<file path="config.mk">
export PLATFORM = sky130hd
export DESIGN_NAME = temp_median_ema_fault_filter
export DESIGN_NICKNAME = d
export VERILOG_FILES = /design/src/design/tmef_pkg.sv /design/src/design/temp_median_ema_fault_filter.sv /design/src/design/tmef_cell.sv /design/src/design/tmef_regs.sv
export SDC_FILE = /design/constraint.sdc
export NUM_CORES = 2
export LEC_CHECK = 0
export ABC_CLOCK_PERIOD_IN_PS = 15400
export BUFFER_PORTS_ARGS = -buffer_cell sky130_fd_sc_hd__buf_2
export CAP_MARGIN = 20
export CELL_PAD_IN_SITES_DETAIL_PLACEMENT = 1
export CELL_PAD_IN_SITES_GLOBAL_PLACEMENT = 1
export CORE_MARGIN = 5
export CORE_UTILIZATION = 52
export CTS_CLUSTER_DIAMETER = 40
export DETAILED_ROUTE_END_ITERATION = 7
export GPL_ROUTABILITY_DRIVEN = 1
export MAX_ROUTING_LAYER = met4
export PLACE_DENSITY_LB_ADDON = 0.12
export SLEW_MARGIN = 20
export SYNTH_ARGS = -nofsm -noshare
export SYNTH_HDL_FRONTEND = slang
export SYNTH_SLANG_ARGS = --single-unit
</file>
<file path="constraint.sdc">
create_clock -name clk -period 15.4 [get_ports clk]
set_input_delay 2.31 -clock clk [delete_from_list [all_inputs] [get_ports clk]]
set_output_delay 2.31 -clock clk [all_outputs]
set_load 0.1 [all_outputs]
</file>
<file path="src/design/tmef_pkg.sv">
// Shared types and constants for the temperature median/EMA fault filter.
`timescale 1ns / 1ps

package tmef_pkg;

	localparam int TEMP_W    = 13;
	localparam int TIME_W    = 32;
	localparam int RATE_W    = 12;
	localparam int TMO_W     = 16;
	localparam int TRIP_W    = 8;
	localparam int ALPHA_W   = 9;
	localparam int CNT_W     = 8;
	localparam int PADDR_W   = 5;
	localparam int PDATA_W   = 32;
	localparam int ALPHA_SHIFT = 8;     // alpha is Q8
	localparam int MS_PER_S  = 1000;

	typedef logic signed [TEMP_W-1:0] temp_t;

	localparam temp_t TEMP_SENTINEL = -13'sd2032;
	localparam logic [ALPHA_W-1:0] ALPHA_ONE = 9'd256;
	localparam logic [CNT_W-1:0] CNT_MAX = 8'd255;

	typedef enum logic [2:0] {
		REG_LOW     = 3'd0,
		REG_HIGH    = 3'd1,
		REG_RATE    = 3'd2,
		REG_TIMEOUT = 3'd3,
		REG_TRIP    = 3'd4,
		REG_ALPHA   = 3'd5
	} reg_idx_t;

	typedef enum logic [1:0] {
		FAULT_NONE  = 2'd0,
		FAULT_READ  = 2'd1,
		FAULT_DISC  = 2'd2,
		FAULT_RANGE = 2'd3
	} fault_t;

	typedef enum logic [1:0] {
		CM_HOLD = 2'd0,
		CM_LOAD = 2'd1,
		CM_MIN  = 2'd2,
		CM_MAX  = 2'd3
	} cell_mode_t;

	typedef struct packed {
		temp_t               low;
		temp_t               high;
		logic [RATE_W-1:0]   rate;
		logic [TMO_W-1:0]    timeout;
		logic [TRIP_W-1:0]   trip;
		logic [ALPHA_W-1:0]  alpha;
	} cfg_t;

endpackage

</file>
<file path="src/design/temp_median_ema_fault_filter.sv">
// Top level: sample window, median sort row, range/rate checks, EMA and fault tracking.
//
//  channel   handshake                       payload
//  config    psel/penable/pwrite, pready=1   paddr, pwdata, prdata
//  input     in_valid / in_ready             sample_temp, time_ms
//  output    out_valid / out_ready           smoothed_temp, temp_valid, fault_kind,
//                                            failures_seen
//
// Steps: a sample that arrives while the window fills, or a read-failure sample,
// goes from transfer straight to the commit step; with a full window it passes through
// WINDOW sort phases in the cell row, then check, multiply, EMA and commit.
// One sample is in work at a time; in_ready is high only in the idle state.
// Reset clears all filter state at once; no clearing pass.
// A result that waits on out_ready holds the commit step until the output register frees.
`timescale 1ns / 1ps

module temp_median_ema_fault_filter #(
	parameter int WINDOW        = 5,
	parameter int EMA_FRAC_BITS = 8
) (
	input  logic                          clk,
	input  logic                          arst_n,
	input  logic                          psel,
	input  logic                          penable,
	input  logic                          pwrite,
	input  logic [tmef_pkg::PADDR_W-1:0]  paddr,
	input  logic [tmef_pkg::PDATA_W-1:0]  pwdata,
	output logic [tmef_pkg::PDATA_W-1:0]  prdata,
	output logic                          pready,
	input  logic                          in_valid,
	output logic                          in_ready,
	input  logic signed [12:0]            sample_temp,
	input  logic [31:0]                   time_ms,
	output logic                          out_valid,
	input  logic                          out_ready,
	output logic signed [12:0]            smoothed_temp,
	output logic                          temp_valid,
	output logic [1:0]                    fault_kind,
	output logic [7:0]                    failures_seen
);

	localparam int FILL_W  = $clog2(WINDOW + 1);
	localparam int PH_W    = $clog2(WINDOW);
	localparam int MED_IDX = WINDOW / 2;
	localparam int EMA_W   = tmef_pkg::TEMP_W + EMA_FRAC_BITS;
	localparam int DIFF_W  = EMA_W + 1;
	localparam int PROD_W  = DIFF_W + tmef_pkg::ALPHA_W + 1;
	localparam int ACC_W   = EMA_W + 12;
	localparam int RND_W   = EMA_W + 1;
	localparam int HALF    = 1 << (EMA_FRAC_BITS - 1);
	localparam int AD_W    = tmef_pkg::TEMP_W + 1;
	localparam int AD1K_W  = 24;
	localparam int RDT_W   = tmef_pkg::RATE_W + tmef_pkg::TIME_W;
	localparam logic [FILL_W-1:0] FILL_FULL = FILL_W'(WINDOW);
	localparam logic [PH_W-1:0]   PH_LAST   = PH_W'(WINDOW - 1);

	typedef enum logic [5:0] {
		S_IDLE  = 6'b000001,
		S_SORT  = 6'b000010,
		S_CHECK = 6'b000100,
		S_MUL   = 6'b001000,
		S_EMA   = 6'b010000,
		S_DONE  = 6'b100000
	} state_t;

	typedef logic signed [EMA_W-1:0] ema_t;

	function automatic ema_t scale_up(input tmef_pkg::temp_t t);
		scale_up = $signed({t, {EMA_FRAC_BITS{1'b0}}});
	endfunction

	tmef_pkg::cfg_t cfg;

	tmef_regs u_regs (
		.clk     (clk),
		.arst_n  (arst_n),
		.psel    (psel),
		.penable (penable),
		.pwrite  (pwrite),
		.paddr   (paddr),
		.pwdata  (pwdata),
		.prdata  (prdata),
		.cfg     (cfg)
	);

	assign pready = 1'b1;

	// control
	state_t               state_q;
	logic [PH_W-1:0]      phase_q;
	logic [FILL_W-1:0]    fill_q;
	logic                 in_fire;
	logic                 out_free;

	// filter state
	ema_t                 ema_q;
	tmef_pkg::temp_t      filt_q;
	tmef_pkg::temp_t      last_med_q;
	logic [31:0]          last_good_q;
	logic [7:0]           fail_cnt_q;
	tmef_pkg::fault_t     fault_q;
	logic                 valid_q;

	// per-sample working registers
	tmef_pkg::temp_t      win_q [WINDOW-1];
	tmef_pkg::temp_t      srt [WINDOW];
	logic [31:0]          now_q;
	logic [31:0]          dt_q;
	tmef_pkg::temp_t      med_q;
	logic                 plaus_q;
	logic [AD1K_W-1:0]    ad1k_q;
	logic [RDT_W-1:0]     rdt_q;
	logic signed [DIFF_W-1:0] diff_q;
	logic signed [PROD_W-1:0] prod_q;
	logic                 ok_q;
	logic                 pass_q;
	logic                 upd_med_q;
	tmef_pkg::fault_t     code_q;
	tmef_pkg::temp_t      value_q;
	ema_t                 ema_nxt_q;

	// output register
	logic                 out_valid_q;
	tmef_pkg::temp_t      out_temp_q;
	logic                 out_tv_q;
	tmef_pkg::fault_t     out_fault_q;
	logic [7:0]           out_cnt_q;

	assign in_ready = (state_q == S_IDLE);
	assign in_fire  = in_valid & in_ready;
	assign out_free = ~out_valid_q | out_ready;

	// ---------------- sort row ----------------
	// The newest sample loads straight into cell 0; the older ones come from the window.
	for (genvar i = 0; i < WINDOW; i++) begin : g_cell
		tmef_pkg::temp_t      left_w;
		tmef_pkg::temp_t      right_w;
		tmef_pkg::temp_t      ld_w;
		tmef_pkg::cell_mode_t mode_w;

		if (i == 0) begin : g_first
			assign left_w = srt[i];
			assign ld_w   = sample_temp;
		end else begin : g_rest
			assign left_w = srt[i-1];
			assign ld_w   = win_q[i-1];
		end

		if (i == WINDOW - 1) begin : g_last
			assign right_w = srt[i];
		end else begin : g_inner
			assign right_w = srt[i+1];
		end

		always_comb begin
			mode_w = tmef_pkg::CM_HOLD;
			if (in_fire) begin
				mode_w = tmef_pkg::CM_LOAD;
			end else if (state_q == S_SORT) begin
				if (phase_q[0] == 1'(i % 2)) begin
					if (i < WINDOW - 1) mode_w = tmef_pkg::CM_MIN;
				end else begin
					if (i > 0) mode_w = tmef_pkg::CM_MAX;
				end
			end
		end

		tmef_cell u_cell (
			.clk      (clk),
			.mode     (mode_w),
			.load_val (ld_w),
			.left     (left_w),
			.right    (right_w),
			.val      (srt[i])
		);
	end

	// ---------------- window shift line ----------------
	always_ff @(posedge clk) begin
		if (in_fire) begin
			win_q[0] <= sample_temp;
			for (int i = 1; i < WINDOW - 1; i++) win_q[i] <= win_q[i-1];
		end
	end

	// ---------------- datapath decisions ----------------
	logic [FILL_W-1:0]    fill_n;
	logic                 filling;
	logic                 samp_plaus;
	tmef_pkg::temp_t      med;
	logic signed [AD_W-1:0] dmed;
	logic [AD_W-1:0]      admed;
	logic                 rate_skip;
	logic signed [ACC_W-1:0] acc;
	ema_t                 ema_avg;
	ema_t                 ema_new;
	logic signed [RND_W-1:0] rnd;
	logic [7:0]           cnt_inc;

	always_comb begin
		fill_n     = (fill_q < FILL_FULL) ? fill_q + 1'b1 : fill_q;
		filling    = (fill_n < FILL_FULL);
		samp_plaus = (sample_temp >= cfg.low) && (sample_temp <= cfg.high);

		med   = srt[MED_IDX];
		dmed  = AD_W'(med) - AD_W'(last_med_q);
		admed = dmed[AD_W-1] ? AD_W'(-dmed) : AD_W'(dmed);

		rate_skip = ~valid_q || (last_med_q == '0) || (dt_q == '0);

		acc     = (ACC_W'(ema_q) <<< tmef_pkg::ALPHA_SHIFT) + ACC_W'(prod_q)
		        + ACC_W'(1 << (tmef_pkg::ALPHA_SHIFT - 1));
		ema_avg = EMA_W'(acc >>> tmef_pkg::ALPHA_SHIFT);
		ema_new = valid_q ? ema_avg : scale_up(med_q);
		rnd     = RND_W'(ema_new) + RND_W'(HALF);

		cnt_inc = (fail_cnt_q < tmef_pkg::CNT_MAX) ? fail_cnt_q + 8'd1 : fail_cnt_q;
	end

	always_ff @(posedge clk) begin
		unique case (state_q)
			S_IDLE: begin
				if (in_fire) begin
					now_q     <= time_ms;
					dt_q      <= time_ms - last_good_q;
					upd_med_q <= 1'b0;
					value_q   <= sample_temp;
					ema_nxt_q <= scale_up(sample_temp);
					if (sample_temp == tmef_pkg::TEMP_SENTINEL) begin
						pass_q <= 1'b0;
						code_q <= tmef_pkg::FAULT_READ;
					end else begin
						pass_q <= samp_plaus;
						code_q <= tmef_pkg::FAULT_RANGE;
					end
				end
			end
			S_SORT: ;
			S_CHECK: begin
				med_q   <= med;
				plaus_q <= (med >= cfg.low) && (med <= cfg.high);
				ad1k_q  <= AD1K_W'(admed) * AD1K_W'(tmef_pkg::MS_PER_S);
				rdt_q   <= RDT_W'(cfg.rate) * RDT_W'(dt_q);
				diff_q  <= DIFF_W'(scale_up(med)) - DIFF_W'(ema_q);
			end
			S_MUL: begin
				ok_q   <= plaus_q && (rate_skip || (RDT_W'(ad1k_q) <= rdt_q));
				prod_q <= PROD_W'($signed({1'b0, cfg.alpha})) * PROD_W'(diff_q);
			end
			S_EMA: begin
				pass_q    <= ok_q;
				code_q    <= tmef_pkg::FAULT_RANGE;
				upd_med_q <= 1'b1;
				ema_nxt_q <= ema_new;
				value_q   <= rnd[EMA_FRAC_BITS +: tmef_pkg::TEMP_W];
			end
			S_DONE: ;
			default: ;
		endcase
	end

	// ---------------- commit values ----------------
	tmef_pkg::temp_t  filt_n;
	logic             valid_n;
	tmef_pkg::fault_t fault_n;
	logic [7:0]       cnt_n;

	always_comb begin
		filt_n  = filt_q;
		valid_n = valid_q;
		fault_n = fault_q;
		cnt_n   = fail_cnt_q;
		if (pass_q) begin
			filt_n  = value_q;
			valid_n = 1'b1;
			fault_n = tmef_pkg::FAULT_NONE;
			cnt_n   = '0;
		end else begin
			cnt_n = cnt_inc;
			priority if (dt_q >= 32'(cfg.timeout)) begin
				valid_n = 1'b0;
				fault_n = tmef_pkg::FAULT_DISC;
			end else if (cnt_inc >= cfg.trip) begin
				valid_n = 1'b0;
				fault_n = code_q;
			end
		end
	end

	// ---------------- sequencer and filter state ----------------
	always_ff @(posedge clk or negedge arst_n) begin
		if (!arst_n) begin
			state_q     <= S_IDLE;
			phase_q     <= '0;
			fill_q      <= '0;
			ema_q       <= '0;
			filt_q      <= '0;
			last_med_q  <= '0;
			last_good_q <= '0;
			fail_cnt_q  <= '0;
			fault_q     <= tmef_pkg::FAULT_NONE;
			valid_q     <= 1'b0;
			out_valid_q <= 1'b0;
		end else begin
			// the commit step reloads the output register itself
			if (out_valid_q && out_ready && state_q != S_DONE) out_valid_q <= 1'b0;
			unique case (state_q)
				S_IDLE: begin
					phase_q <= '0;
					if (in_fire) begin
						fill_q <= fill_n;
						// a failed read or a filling window skips the median
						if (sample_temp == tmef_pkg::TEMP_SENTINEL || filling) begin
							state_q <= S_DONE;
						end else begin
							state_q <= S_SORT;
						end
					end
				end
				S_SORT: begin
					phase_q <= phase_q + 1'b1;
					if (phase_q == PH_LAST) state_q <= S_CHECK;
				end
				S_CHECK: state_q <= S_MUL;
				S_MUL:   state_q <= S_EMA;
				S_EMA:   state_q <= S_DONE;
				S_DONE: begin
					if (out_free) begin
						filt_q      <= filt_n;
						valid_q     <= valid_n;
						fault_q     <= fault_n;
						fail_cnt_q  <= cnt_n;
						out_valid_q <= 1'b1;
						if (pass_q) begin
							ema_q       <= ema_nxt_q;
							last_good_q <= now_q;
							if (upd_med_q) last_med_q <= med_q;
						end
						state_q <= S_IDLE;
					end
				end
				default: state_q <= S_IDLE;
			endcase
		end
	end

	// ---------------- output register ----------------
	always_ff @(posedge clk) begin
		if (state_q == S_DONE && out_free) begin
			out_temp_q  <= filt_n;
			out_tv_q    <= valid_n;
			out_fault_q <= fault_n;
			out_cnt_q   <= cnt_n;
		end
	end

	assign out_valid     = out_valid_q;
	assign smoothed_temp = out_temp_q;
	assign temp_valid    = out_tv_q;
	assign fault_kind    = out_fault_q;
	assign failures_seen = out_cnt_q;

endmodule

</file>
<file path="src/design/tmef_cell.sv">
// One compare-exchange cell of the odd-even transposition sort row.
`timescale 1ns / 1ps

module tmef_cell (
	input  logic                 clk,
	input  tmef_pkg::cell_mode_t mode,
	input  tmef_pkg::temp_t      load_val,
	input  tmef_pkg::temp_t      left,
	input  tmef_pkg::temp_t      right,
	output tmef_pkg::temp_t      val
);

	tmef_pkg::temp_t val_q;

	always_ff @(posedge clk) begin
		unique case (mode)
			tmef_pkg::CM_LOAD: val_q <= load_val;
			// left member of a pair keeps the smaller value, right member the larger
			tmef_pkg::CM_MIN:  val_q <= (right < val_q) ? right : val_q;
			tmef_pkg::CM_MAX:  val_q <= (left > val_q) ? left : val_q;
			default:           val_q <= val_q;
		endcase
	end

	assign val = val_q;

endmodule

</file>
<file path="src/design/tmef_regs.sv">
// APB-style configuration register file of the fault filter.
`timescale 1ns / 1ps

module tmef_regs (
	input  logic                          clk,
	input  logic                          arst_n,
	input  logic                          psel,
	input  logic                          penable,
	input  logic                          pwrite,
	input  logic [tmef_pkg::PADDR_W-1:0]  paddr,
	input  logic [tmef_pkg::PDATA_W-1:0]  pwdata,
	output logic [tmef_pkg::PDATA_W-1:0]  prdata,
	output tmef_pkg::cfg_t                cfg
);

	tmef_pkg::cfg_t cfg_q;
	logic [2:0]     idx;
	logic           wr_en;

	assign idx   = paddr[4:2];
	assign wr_en = psel & penable & pwrite;

	always_ff @(posedge clk or negedge arst_n) begin
		if (!arst_n) begin
			cfg_q.low     <= -13'sd160;
			cfg_q.high    <= 13'sd2400;
			cfg_q.rate    <= 12'd80;
			cfg_q.timeout <= 16'd2000;
			cfg_q.trip    <= 8'd3;
			cfg_q.alpha   <= 9'd51;
		end else if (wr_en) begin
			case (idx)
				tmef_pkg::REG_LOW:     cfg_q.low     <= pwdata[12:0];
				tmef_pkg::REG_HIGH:    cfg_q.high    <= pwdata[12:0];
				tmef_pkg::REG_RATE:    cfg_q.rate    <= pwdata[11:0];
				tmef_pkg::REG_TIMEOUT: cfg_q.timeout <= pwdata[15:0];
				tmef_pkg::REG_TRIP:    cfg_q.trip    <= pwdata[7:0];
				tmef_pkg::REG_ALPHA: begin
					// clamp the weight to 1.0
					cfg_q.alpha <= (pwdata[8:0] > tmef_pkg::ALPHA_ONE) ?
						tmef_pkg::ALPHA_ONE : pwdata[8:0];
				end
				default: ;
			endcase
		end
	end

	always_comb begin
		case (idx)
			tmef_pkg::REG_LOW:     prdata = {19'd0, cfg_q.low};
			tmef_pkg::REG_HIGH:    prdata = {19'd0, cfg_q.high};
			tmef_pkg::REG_RATE:    prdata = {20'd0, cfg_q.rate};
			tmef_pkg::REG_TIMEOUT: prdata = {16'd0, cfg_q.timeout};
			tmef_pkg::REG_TRIP:    prdata = {24'd0, cfg_q.trip};
			tmef_pkg::REG_ALPHA:   prdata = {23'd0, cfg_q.alpha};
			default:               prdata = '0;
		endcase
	end

	assign cfg = cfg_q;

endmodule
</file>
==> insert_results.sql <==
INSERT INTO impl_metrics (metric_group, metric, value, unit) VALUES
('finish', 'areaGrowthSynthToFinish', '10.5', '%'),
('critical_path', 'rr_worst_depth', '27', ''),
('critical_path', 'timing.critical_path.from_type', 'flip-flop', ''),
('critical_path', 'cpPeakStageDelay', '0.78', 'ns'),
('clocking', 'cts-root-buf', 'sky130_fd_sc_hd__clkbuf_16', ''),
('min_path', 'worst_hold_path_type', 'reg -> reg', ''),
('die', 'start_util', '0.521', ''),
('timing', 'fin_tns_setup', '0', 'ns'),
('clocking', 'cts_tree', 'built', ''),
('die', 'core_area', '92900', 'µm²'),
('critical_path', 'criticalPathCategory', 'reg -> reg', ''),
('logic_synthesis', 'syn_avg_cell_area', '10.3', 'µm²'),
('drt', 'drt_pass1_iterations', '5', ''),
('timing', 'layout_worst_path_cycle_share', '0.521', ''),
('die', 'floorplan.die_area', '99300', 'µm²'),
('critical_path', 'timing.critical_path.max_delay_family', 'compound AO/OA/AOI/OAI gates', ''),
('timing', 'worst_relative_slew_slack', '0.136', ''),
('placed_design', 'place.port_buffers', '112', ''),
('timing', 'rsz_0062_raised_after_global_routing', 'no', ''),
('timing', 'slew_viol_final', '0', ''),
('grt', 'grt_pass1_vias', '39024', ''),
('critical_path', 'worst_r2r_startpoint', 'g_cell[2].u_cell.val[0]', ''),
('logic_synthesis', 'yosys.cell_types.count', '103', ''),
('clocking', 'hold_buffers', '0', ''),
('run_status', 'status', 'finished clean', ''),
('timing', 'maximum_frequency_from_static_timing_analysis', '0.125', 'GHz'),
('timing', 'fin_crit', '8.03', 'ns'),
('grt', 'wire_length_of_the_first_global_routing_pass', '221000', 'µm'),
('die', 'design.portCount', '148', ''),
('drt', 'drt_iter0_drc', '2254', ''),
('timing', 'report.final.setup_viol', '0', ''),
('finish', 'final_cell_mix', 'sky130_fd_sc_hd__inv_1, sky130_fd_sc_hd__nand2_1, sky130_fd_sc_hd__fa_1', ''),
('critical_path', 'endpoint_kind', 'flip-flop', ''),
('logic_synthesis', 'yosys.area.top_type', 'sky130_fd_sc_hd__edfxtp_1', ''),
('logic_synthesis', 'ys.warnings.count', '0', ''),
('job', 'max-cap-violations', '0', ''),
('clocking', 'clk_path_buf_depth', '3', ''),
('grt', 'grt.total_usage', '0.293', ''),
('die', 'chipWidth', '315', 'µm'),
('critical_path', 'crit_path_start', 'g_cell[2].u_cell.val[0]', ''),
('clocking', 'clock-sinks', '540', ''),
('drt', 'post_route_drc_violation_count', '0', ''),
('logic_synthesis', 'async_s_r_ff_share_synth', '0.322', ''),
('critical_path', 'timing.critical_path.fanout_max', '7', ''),
('clocking', 'clock_tree.htree_level_count', '3', ''),
('critical_path', 'timing.critical_path.buf_inv', '4', ''),
('logic_synthesis', 'synth.top_cell.area_share', '0.227', ''),
('grt', 'pin_count_of_the_biggest_net_entering_global_routing', '86', ''),
('placed_design', 'dpl.hpwl', '103000', 'µm'),
('placed_design', 'place.gp.congestion', '0.887', ''),
('logic_synthesis', 'seq_area_frac_synth', '0.318', ''),
('die', 'die_h', '315', 'µm'),
('finish', 'final_nets', '5789', ''),
('critical_path', 'critical_path_depth', '27', ''),
('timing', 'final-hold-violation-count', '0', ''),
('logic_synthesis', 'synth_ff_type', 'sky130_fd_sc_hd__edfxtp_1', ''),
('grt', 'initial_antenna_violation_count', '20', ''),
('critical_path', 'crit_path_frequent_cell', 'sky130_fd_sc_hd__a21oi_1', ''),
('finish', 'finish.utilization', '0.576', ''),
('finish', 'final_common_cell', 'sky130_fd_sc_hd__inv_1', ''),
('clocking', 'clk_latency', '0.66', 'ns'),
('clocking', 'numCtsBuffers', '89', ''),
('logic_synthesis', 'synth.ff_latch_count', '540', ''),
('timing', 'worst-slew-pin-transition', '1.28', 'ns'),
('min_path', 'hp-start', 'win_q[2][11]', ''),
('logic_synthesis', 'syn-cell-area', '48400', 'µm²'),
('drt', 'vias_per_cell', '5.72', ''),
('drt', 'wire_per_inst', '22.5', 'µm'),
('clocking', 'cts.clk_slew.worst_paths', '0.06', 'ns'),
('min_path', 'hold_depth', '0', ''),
('grt', 'sum_of_overflow_across_all_layers_after_global_routing', '0', '');
[worst reg2reg max path: stages (launching register included)]
cell and delay, ns:
sky130_fd_sc_hd__edfxtp_1 0.32, sky130_fd_sc_hd__buf_4 0.18, sky130_fd_sc_hd__inv_1 0.23, sky130_fd_sc_hd__ha_1 0.30
sky130_fd_sc_hd__nand2b_1 0.17, sky130_fd_sc_hd__a21oi_1 0.23, sky130_fd_sc_hd__nor3_1 0.09, sky130_fd_sc_hd__a21oi_1 0.22
sky130_fd_sc_hd__o21ai_1 0.12, sky130_fd_sc_hd__a31oi_1 0.48, sky130_fd_sc_hd__nor2_1 0.11, sky130_fd_sc_hd__xnor2_1 0.78
sky130_fd_sc_hd__fa_1 0.57, sky130_fd_sc_hd__fa_1 0.55, sky130_fd_sc_hd__inv_1 0.06, sky130_fd_sc_hd__fa_1 0.47
sky130_fd_sc_hd__fa_1 0.52, sky130_fd_sc_hd__inv_1 0.07, sky130_fd_sc_hd__ha_1 0.33, sky130_fd_sc_hd__a21oi_1 0.28
sky130_fd_sc_hd__o21bai_1 0.10, sky130_fd_sc_hd__a21oi_1 0.25, sky130_fd_sc_hd__o21bai_1 0.10, sky130_fd_sc_hd__a21oi_1 0.23
sky130_fd_sc_hd__o21ai_0 0.23, sky130_fd_sc_hd__o21ba_2 0.27, sky130_fd_sc_hd__o41a_1 0.35, sky130_fd_sc_hd__xor2_1 0.16
[layout make-up]
class | instances | area [µm²] | area share
Clock buffer | 107 | 2420 | 0.0452
Sequential cell | 540 | 15400 | 0.288
Multi-Input combinational cell | 3295 | 29800 | 0.557
Antenna cell | 10 | 25.0 | 0.000468
Timing Repair Buffer | 162 | 945 | 0.0177
Tap cell | 1254 | 1570 | 0.0293
Clock inverter | 60 | 732 | 0.0137
Inverter | 699 | 2630 | 0.0491
[stage by stage]
step / instance area [µm²] / setup slack, ns / hold slack (ns) / cells
after floorplan: 48500 / 4.41 / 0.426 / 4712
after global placement: 50300 / 7.61 / 0.428 / 5950
after detailed placement: 50300 / 7.48 / 0.433 / 5950
after CTS: 53400 / 7.45 / 0.445 / 6117
after global routing: 53500 / 6.90 / 0.457 / 6124
final: 53500 / 7.37 / 0.445 / 6127
[cells in the mapped netlist, drive strengths merged, types with 36 or more instances]
master / count
inv: 698
nand2: 604
fa: 491
ha: 422
edfxtp: 366
and2: 241
o21ai: 206
a21oi: 168
clkbuf: 153
dfrtp: 148
mux2: 140
nor2: 139
xnor2: 128
a21o: 79
mux2i: 61
xor2: 61
nor3: 47
nor2b: 43
nand2b: 39
o21a: 38
nand3: 37
nand4: 36
[worst paths after layout]
path / endpoint / slack, ns
min reg2reg: win_q[3][11] / 0.44
max: ad1k_q[22] / 7.37
max in group asynchronous: u_regs.cfg[54] / 11.77
min: win_q[3][11] / 0.44
max reg2reg: ad1k_q[22] / 7.37
min in group asynchronous: phase_q[1] / 1.72
[sequential cells by signal, indices dropped and copies added (netlist names), 32 cells and up]
register           flops
u_regs.cfg            71
g_cell.u_cell.val     65
win_q                 52
rdt_q                 44
dt_q                  32
last_good_q           32
now_q                 32
[per-layer routing]
layer  GRT usage  wire, µm  share of wire  vias up
met5           -         0              0        -
met4      0.0688      3390          0.025        0
met3      0.0398      7820          0.057      240
met2       0.471     65600           0.47      930
met1       0.400     61300           0.44    18108
li1            -         -              -    15782
[kinds of logic after synthesis]
kind of cell | after synthesis | share of synthesized area
AOI/OAI and AO/OA | 666 | 0.0876
xor gates and xnor gates | 189 | 0.0350
buffers and inverters | 877 | 0.0693
other | 2 | 0.000155
and+or+nand+nor | 1304 | 0.131
adders and majority gates | 914 | 0.312
muxes | 205 | 0.0470
DFF | 540 | 0.318
Power is left out: the tool's default activity adds up to more than one toggle a clock period on the data nets, which glitch-free logic cannot reach.
